## src/sv/weighted_graph_merge_cost_engine_unit_defines.svh

```systemverilog
// Assertion helpers for the merge cost engine
`ifndef WEIGHTED_GRAPH_MERGE_COST_ENGINE_UNIT_DEFINES_SVH
`define WEIGHTED_GRAPH_MERGE_COST_ENGINE_UNIT_DEFINES_SVH

// Same-cycle implication, disabled in reset
`define WGM_ASSERT_NOW(lbl, clk_s, rstn_s, ante, cons, msg) \
    lbl: assert property (@(posedge clk_s) disable iff (!rstn_s) (ante) |-> (cons)) \
        else $error(msg);

// Next-cycle implication, disabled in reset
`define WGM_ASSERT_NEXT(lbl, clk_s, rstn_s, ante, cons, msg) \
    lbl: assert property (@(posedge clk_s) disable iff (!rstn_s) (ante) |=> (cons)) \
        else $error(msg);

`endif

```

## src/sv/wgm_pkg.sv

```systemverilog
package wgm_pkg;

    // Default sizing
    localparam int MAX_NODES_DEF   = 64;
    localparam int WEIGHT_BITS_DEF = 32;

    // Field widths
    localparam int OP_W    = 3;
    localparam int NODE_W  = 6;
    localparam int VAL_W   = 32;
    localparam int COST_W  = 64;
    localparam int NCNT_W  = 7;
    localparam int SCALE_W = 16;
    localparam int CFG_W   = 32;
    localparam int CIDX_W  = 2;

    // Opcodes
    localparam logic [OP_W-1:0] OP_WRITE = 3'd0;
    localparam logic [OP_W-1:0] OP_READ  = 3'd1;
    localparam logic [OP_W-1:0] OP_MERGE = 3'd2;
    localparam logic [OP_W-1:0] OP_SPLIT = 3'd3;
    localparam logic [OP_W-1:0] OP_REPL  = 3'd4;
    localparam logic [OP_W-1:0] OP_FILL  = 3'd5;

    // Register indexes
    localparam logic [CIDX_W-1:0] REG_NODE_COUNT = 2'd0;
    localparam logic [CIDX_W-1:0] REG_COST_SCALE = 2'd1;
    localparam logic [CIDX_W-1:0] REG_ZERO_BONUS = 2'd2;

    // Register reset values
    localparam logic [NCNT_W-1:0]  NODE_COUNT_RST = 7'd64;
    localparam logic [SCALE_W-1:0] COST_SCALE_RST = 16'd1;

    // Shared unit modes
    typedef enum logic [1:0] {
        ALU_MFIRST = 2'd0,
        ALU_MERGE  = 2'd1,
        ALU_SPLIT  = 2'd2,
        ALU_REPL   = 2'd3
    } alu_mode_t;

endpackage

```

## src/sv/wgm_cost_alu.sv

```systemverilog
module wgm_cost_alu
    import wgm_pkg::*;
#(
    parameter int WEIGHT_BITS = 32
)
(
    input  alu_mode_t                mode,
    input  logic [WEIGHT_BITS-1:0]   e1,
    input  logic [WEIGHT_BITS-1:0]   e2,
    input  logic [WEIGHT_BITS-1:0]   val,
    input  logic signed [VAL_W-1:0]  bonus,
    output logic [WEIGHT_BITS-1:0]   w_new,
    output logic [WEIGHT_BITS-1:0]   mag,
    output logic [COST_W-1:0]        bonus_delta
);

    localparam int MW = WEIGHT_BITS + 1;

    logic signed [WEIGHT_BITS-1:0] e1_s, e2_s, v_s;
    logic signed [MW-1:0]          e1x, e2x, vx, sum_x, m_x;
    logic [COST_W-1:0]             b64;

    assign e1_s  = e1;
    assign e2_s  = e2;
    assign v_s   = val;
    assign e1x   = MW'(e1_s);
    assign e2x   = MW'(e2_s);
    assign vx    = MW'(v_s);
    assign sum_x = e1x + e2x;
    assign b64   = COST_W'(bonus);

    // Evaluate one edge pair
    always_comb
    begin
        m_x         = '0;
        bonus_delta = '0;
        w_new       = e1;
        case (mode)
            ALU_MFIRST:
            begin
                if (e1x < 0)
                begin
                    m_x = -e1x;
                end
                if (e1x == 0)
                begin
                    bonus_delta = b64;
                end
            end
            ALU_MERGE:
            begin
                if (e1x < 0 && e2x > 0)
                begin
                    m_x = (-e1x < e2x) ? -e1x : e2x;
                end
                else if (e1x > 0 && e2x < 0)
                begin
                    m_x = (e1x < -e2x) ? e1x : -e2x;
                end
                if (sum_x == 0)
                begin
                    bonus_delta = (e1x == 0) ? b64 : -b64;
                end
                else if (e1x == 0 || e2x == 0)
                begin
                    bonus_delta = b64;
                end
                w_new = sum_x[WEIGHT_BITS-1:0];
            end
            ALU_SPLIT:
            begin
                w_new = e1 - e2;
            end
            ALU_REPL:
            begin
                if (e1x < 0 && vx > 0)
                begin
                    m_x = -e1x;
                end
                else if (e1x > 0 && vx < 0)
                begin
                    m_x = e1x;
                end
                bonus_delta = ((e1x == 0) ? b64 : '0) - ((vx == 0) ? b64 : '0);
                w_new       = val;
            end
            default:
            begin
                w_new = e1;
            end
        endcase
    end

    assign mag = m_x[WEIGHT_BITS-1:0];

endmodule

```

## config.mk

```make
export PLATFORM = sky130hd
export DESIGN_NAME = wgm_cost_alu
export DESIGN_NICKNAME = d
export VERILOG_FILES = /design/src/sv/weighted_graph_merge_cost_engine_unit_defines.svh /design/src/sv/wgm_pkg.sv /design/src/sv/wgm_cost_alu.sv
export SDC_FILE = /design/constraint.sdc
export NUM_CORES = 1
export LEC_CHECK = 0
export ABC_AREA = 1
export BUFFER_PORTS_ARGS = -buffer_cell sky130_fd_sc_hd__buf_2
export CAP_MARGIN = 25
export CORE_MARGIN = 2
export CORE_UTILIZATION = 25
export DETAILED_ROUTE_END_ITERATION = 6
export SYNTH_ARGS = -nofsm -noshare
export SYNTH_HDL_FRONTEND = slang
export SYNTH_SLANG_ARGS = --single-unit
```

## constraint.sdc

```tcl
create_clock -name vclk -period 13.89
set_input_delay 2.0835 -clock vclk [all_inputs]
set_output_delay 2.0835 -clock vclk [all_outputs]
set_load 0.05 [all_outputs]
```

# [After elaboration in Yosys (flattened, before gate mapping)]
# Index checks and enable logic that the tools add are counted.
[word_totals] romBits=0 n_memories=0 latchBits=0 regBits=0 ramBits=0
[op_classes] muxes=15 reduce_logical=10 shifts=0 mul=0 n_eq_ne=3 bitwise=0 add_sub_neg=6 div=0 magnitude_cmp=8
[op_table] cell="64-bit 2-to-1 mux" n=5
[op_table] cell="32-bit 2-to-1 mux" n=7
[op_table] cell="32-bit case mux with 3 select lines" n=2
[op_table] cell="64-bit case mux with 3 select lines" n=1
[op_table] cell="33-bit logical NOT" n=4
[op_table] cell="32-bit by 1-bit > comparator with 1-bit output (second input constant)" n=3
[op_table] cell="32-bit by 1-bit less-than comparator with 1-bit output (second input constant)" n=3
[op_table] cell="32-bit negation with 33-bit output" n=2
[op_table] cell="64-bit negation" n=1
[op_table] cell="64-bit subtractor" n=1
[op_table] cell="32-bit by 32-bit adder with 33-bit output" n=1
[op_table] cell="32-bit by 33-bit less-than comparator with 1-bit output" n=1
[op_table] cell="33-bit by 32-bit less-than comparator with 1-bit output" n=1
[op_table] cell="32-bit subtractor" n=1
[op_table] cell="2-bit == test (second input constant)" n=2
[op_table] cell="1-bit logical AND" n=4
[op_table] cell="2-bit by 1-bit == test with 1-bit output (second input constant)" n=1
[op_table] cell="2-bit logical NOT" n=1
[op_table] cell="1-bit logical OR" n=1

# [Logic depth before layout (Yosys ltp)]
[logic_depth] depth_word=6 ltp_mapped=33 mapped_depth_nobuf=31

# [Worst setup path after synthesis]
# OpenSTA, ideal clock, no wires.
[synth_timing] path_kind="input-to-output" start="in e1[0]" end="out bonus_delta[32]" setup_slack_ps=5136 arrival_ps=6670 cell_stages=31 path_cell_list="inv_1 ha_1 nand2_1 nor4_1 nand4_1 nor2_1 nand4_1 nor4_1 ha_1 clkbuf_1 clkbuf_1 nand2_1 ha_1 inv_1 fa_1 nand2_1 nand2_1 nand2_1 nand2_1 nand3_1 nand2_1 nand2_1 nand3_1 a21oi_1 o21ai_1 nand2_1 nand2_1 nand2_1 a21oi_1 buf_2 nand2_1"
[synth_via] elab_chain_len=5 elab_cells_between_ends=10 classes_between="add/sub: 2; mux: 5; reduce/logical: 3"
[synth_rtl] element="from (decl)" line="wgm_cost_alu.sv:8" rtl="input logic [WEIGHT_BITS-1:0] e1,"
[synth_rtl] element="parallel branches: the longest is 4 deep, another holds 64-bit subtractor"
[synth_rtl] element="64-bit case mux with 3 select lines (*)" line="wgm_cost_alu.sv:38" rtl="case (mode)"
[synth_rtl] element="to (decl)" line="wgm_cost_alu.sv:14" rtl="output logic [COST_W-1:0] bonus_delta"
# Mark *: on every way between the ends.

# [Worst setup path after layout]
[layout_timing] start="in e2[1]" end="out mag[24]"
[layout_via] elab_chain_len=6 elab_cells_between_ends=12 classes_between="add/sub: 1; order compare: 4; mux: 5; reduce/logical: 2"
[layout_rtl] element="from (decl)" line="wgm_cost_alu.sv:9" rtl="input logic [WEIGHT_BITS-1:0] e2,"
[layout_rtl] element="32-bit negation with 33-bit output" line="wgm_cost_alu.sv:58" rtl="m_x = (e1x < -e2x) ? e1x : -e2x;"
[layout_rtl] element="32-bit by 33-bit less-than comparator with 1-bit output" line="wgm_cost_alu.sv:58"
[layout_rtl] element="32-bit 2-to-1 mux" line="wgm_cost_alu.sv:58"
[layout_rtl] element="32-bit 2-to-1 mux" line="wgm_cost_alu.sv:56" rtl="else if (e1x > 0 && e2x < 0)"
[layout_rtl] element="32-bit 2-to-1 mux (*)" line="wgm_cost_alu.sv:52" rtl="if (e1x < 0 && e2x > 0)"
[layout_rtl] element="32-bit case mux with 3 select lines (*)" line="wgm_cost_alu.sv:38"
[layout_rtl] element="to (decl)" line="wgm_cost_alu.sv:13" rtl="output logic [WEIGHT_BITS-1:0] mag,"
# Every way passes the cells marked *; elsewhere a longest branch is shown, timed or not.

==> results.tsv <==
metric	value	unit
status	finished clean	
Yosys warning count	0	
hold_buf cts	0	
drt first pass iters	6	
post-synthesis adder-cell area fraction	14.9	%
gr usage total	22.9	%
maximum VDD drop	0.0289	mV
Register Area	0	um2
DRT iter0 DRCs	2122	
I/O Buffers	258	
Slowest Stage Delay on Critical Path	530	ps
CP Class	in2out	
CP max FO	33	
setup bufs post-CTS	0	
synth cell count leaders	919 x nand2_1, 398 x inv_1, 256 x nand3_1	
total grt overflow	0	
post-synth cell types	51	
Mapped Avg Cell Area	5.11	um2
post-DP HPWL	61000	um
Syn Inst Count	2865	
Synth area leader	nand2_1	
via count	19633	
mux share of post-synthesis cell area	0	%
seq_cells	0	
hold crit path type	in2out	
CP most frequent cell	nand2_1	
top cell type's share of synthesized area	23.6	%
Core Util, Final	28.7	%
CP arrival	8000	ps
Std-Cell Rows	88	
die area	60500	um2
fin crit period	10080	ps
Synth Area in Compound Gates	19.3	%
Worst setup EP type	output port	
wire length per cell	19.2	um
largest cells by area after synthesis	nand2_1 24%, ha_1 14%, inv_1 10%, nand3_1 8.8%, nor2_1 6.2%	
DRT Wirelength	72900	um
Worst EP required	11810	ps
largest net degree at the start of global routing	81	
Worst-Margin Slew	1050	ps
final setup TNS	0	ps
slew margin rel.	30.3	%
gpl congestion	0.996	
maximum clock frequency	0.0992	GHz
vias in the first global route	17483	
Crit-path slowest cell	nand2_1	
layout cell share with drive strength beyond 1	12.0	%
Nets	3334	
Final Slew Violations	0	
first-pass GRT wire length	107000	um
Hold Slack	4630	ps
register area share after synthesis	0	%
Worst setup SP type	primary input	
Hold Path End	w_new[23]	
# IOs	258	
post_cts resized	0	
ANT nets after route	0	
net count after synthesis	3167	
Fin. Hold Viols	0	
Initial Utilization	25.3	%
final setup fails	0	
cell with the most instances after synthesis	nand2_1	
initial antenna violation count	13	
PD cells	36.5	nW/um2
Leak Pwr	9.31	nW
Max Cap Violations	0	
hold wc startpoint	val[23]	
Die Wd	246	um
core area	57800	um2
clk_buf instances	0	
Area Overhead vs Synth	13.3	%
hold path depth	4	
post-synthesis xor/xnor area fraction	5.02	%
DR vias/cell	5.16	
post-synthesis simple-gate area fraction	46.5	%
Final Cycle Share	72.6	%
unrepaired setup endpoints after global routing	no	
area of the mapped netlist	14600	um2
Die Ht	246	um
largest family of logic cells by synthesized area	simple AND/OR/NAND/NOR gates	
DR DRC count	0	
[cells in the final DEF (no fill, tap or decap), drive strengths merged]
cell type	n
o21a	8
nand3b	3
o221a	1
o211ai	37
a22oi	25
diode	7
nor4	20
a221oi	4
a21boi	4
o22ai	8
a31oi	21
o21bai	7
and2	1
nand2	930
a21oi	161
xor2	71
nand3	262
or2	12
o221ai	4
inv	414
ha	168
o2111ai	19
a211oi	1
a2111oi	1
clkinv	4
buf	278
nand4	66
nor3	40
fa	4
o21ai	173
nor2	261
xnor2	12
a21o	9
o31ai	1
[cell type report]
class                           count  area, um2
Fill cell                        6790      41200
Timing Repair Buffer              278       1470
Inverter                          418       1570
Multi-Input combinational cell   2334      12600
Antenna cell                        7       17.5
Tap cell                          765        957
[cells by family (layout without fill, tap and decap cells)]
| family | Yosys count | in the layout |
|---|---|---|
| buf+inv | 531 | 696 |
| fa+ha+maj | 172 | 172 |
| xor+xnor | 83 | 83 |
| simple gates | 1595 | 1595 |
| other cells | 0 | 7 |
| compound gates | 484 | 484 |
[critical path, delay by kind of cell]
kind                       cells  cell delay [ps]
buffers and inverters          5             1210
adders and majority gates      3              900
and+or+nand+nor               23             3800
[how the worst max path moves through the flow]
stage | startpoint | to | slack (ps) | cells past startpoint
final | e2[1] | mag[24] | 3810 | 31
after global routing | e2[1] | mag[23] | 3360 | 31
after CTS | e2[1] | mag[24] | 3980 | 31
after detailed placement | e2[1] | mag[23] | 4040 | 31
after global placement | e2[1] | mag[23] | 3970 | 31
after floorplan | e1[0] | bonus_delta[32] | 5140 | 31
[through the flow]
stage               power (mW)  setup slack, ps  cells  instance area (um2)
floorplan                0.396             5140   2865                14600
finish                   0.605             3810   3802                16600
global placement         0.591             3970   3791                16500
global route             0.654             3360   3796                16600
CTS                      0.594             3980   3795                16600
detailed placement       0.591             4040   3795                16600
[where the power goes]
part	internal, mW	switching [mW]
combinational	0.158	0.447
sequential	0	0
clock	0.00000000265	0
[per-layer routing]
metal,share of wire (%),up-vias,global-route usage (%)
li1,-,9737,-
met5,0.16,-,0
met2,43,1051,36.5
met3,11,142,4.41
met4,3.1,18,5.90
met1,43,8685,31.2
Note: power is estimated with default switching activity, not from simulation.
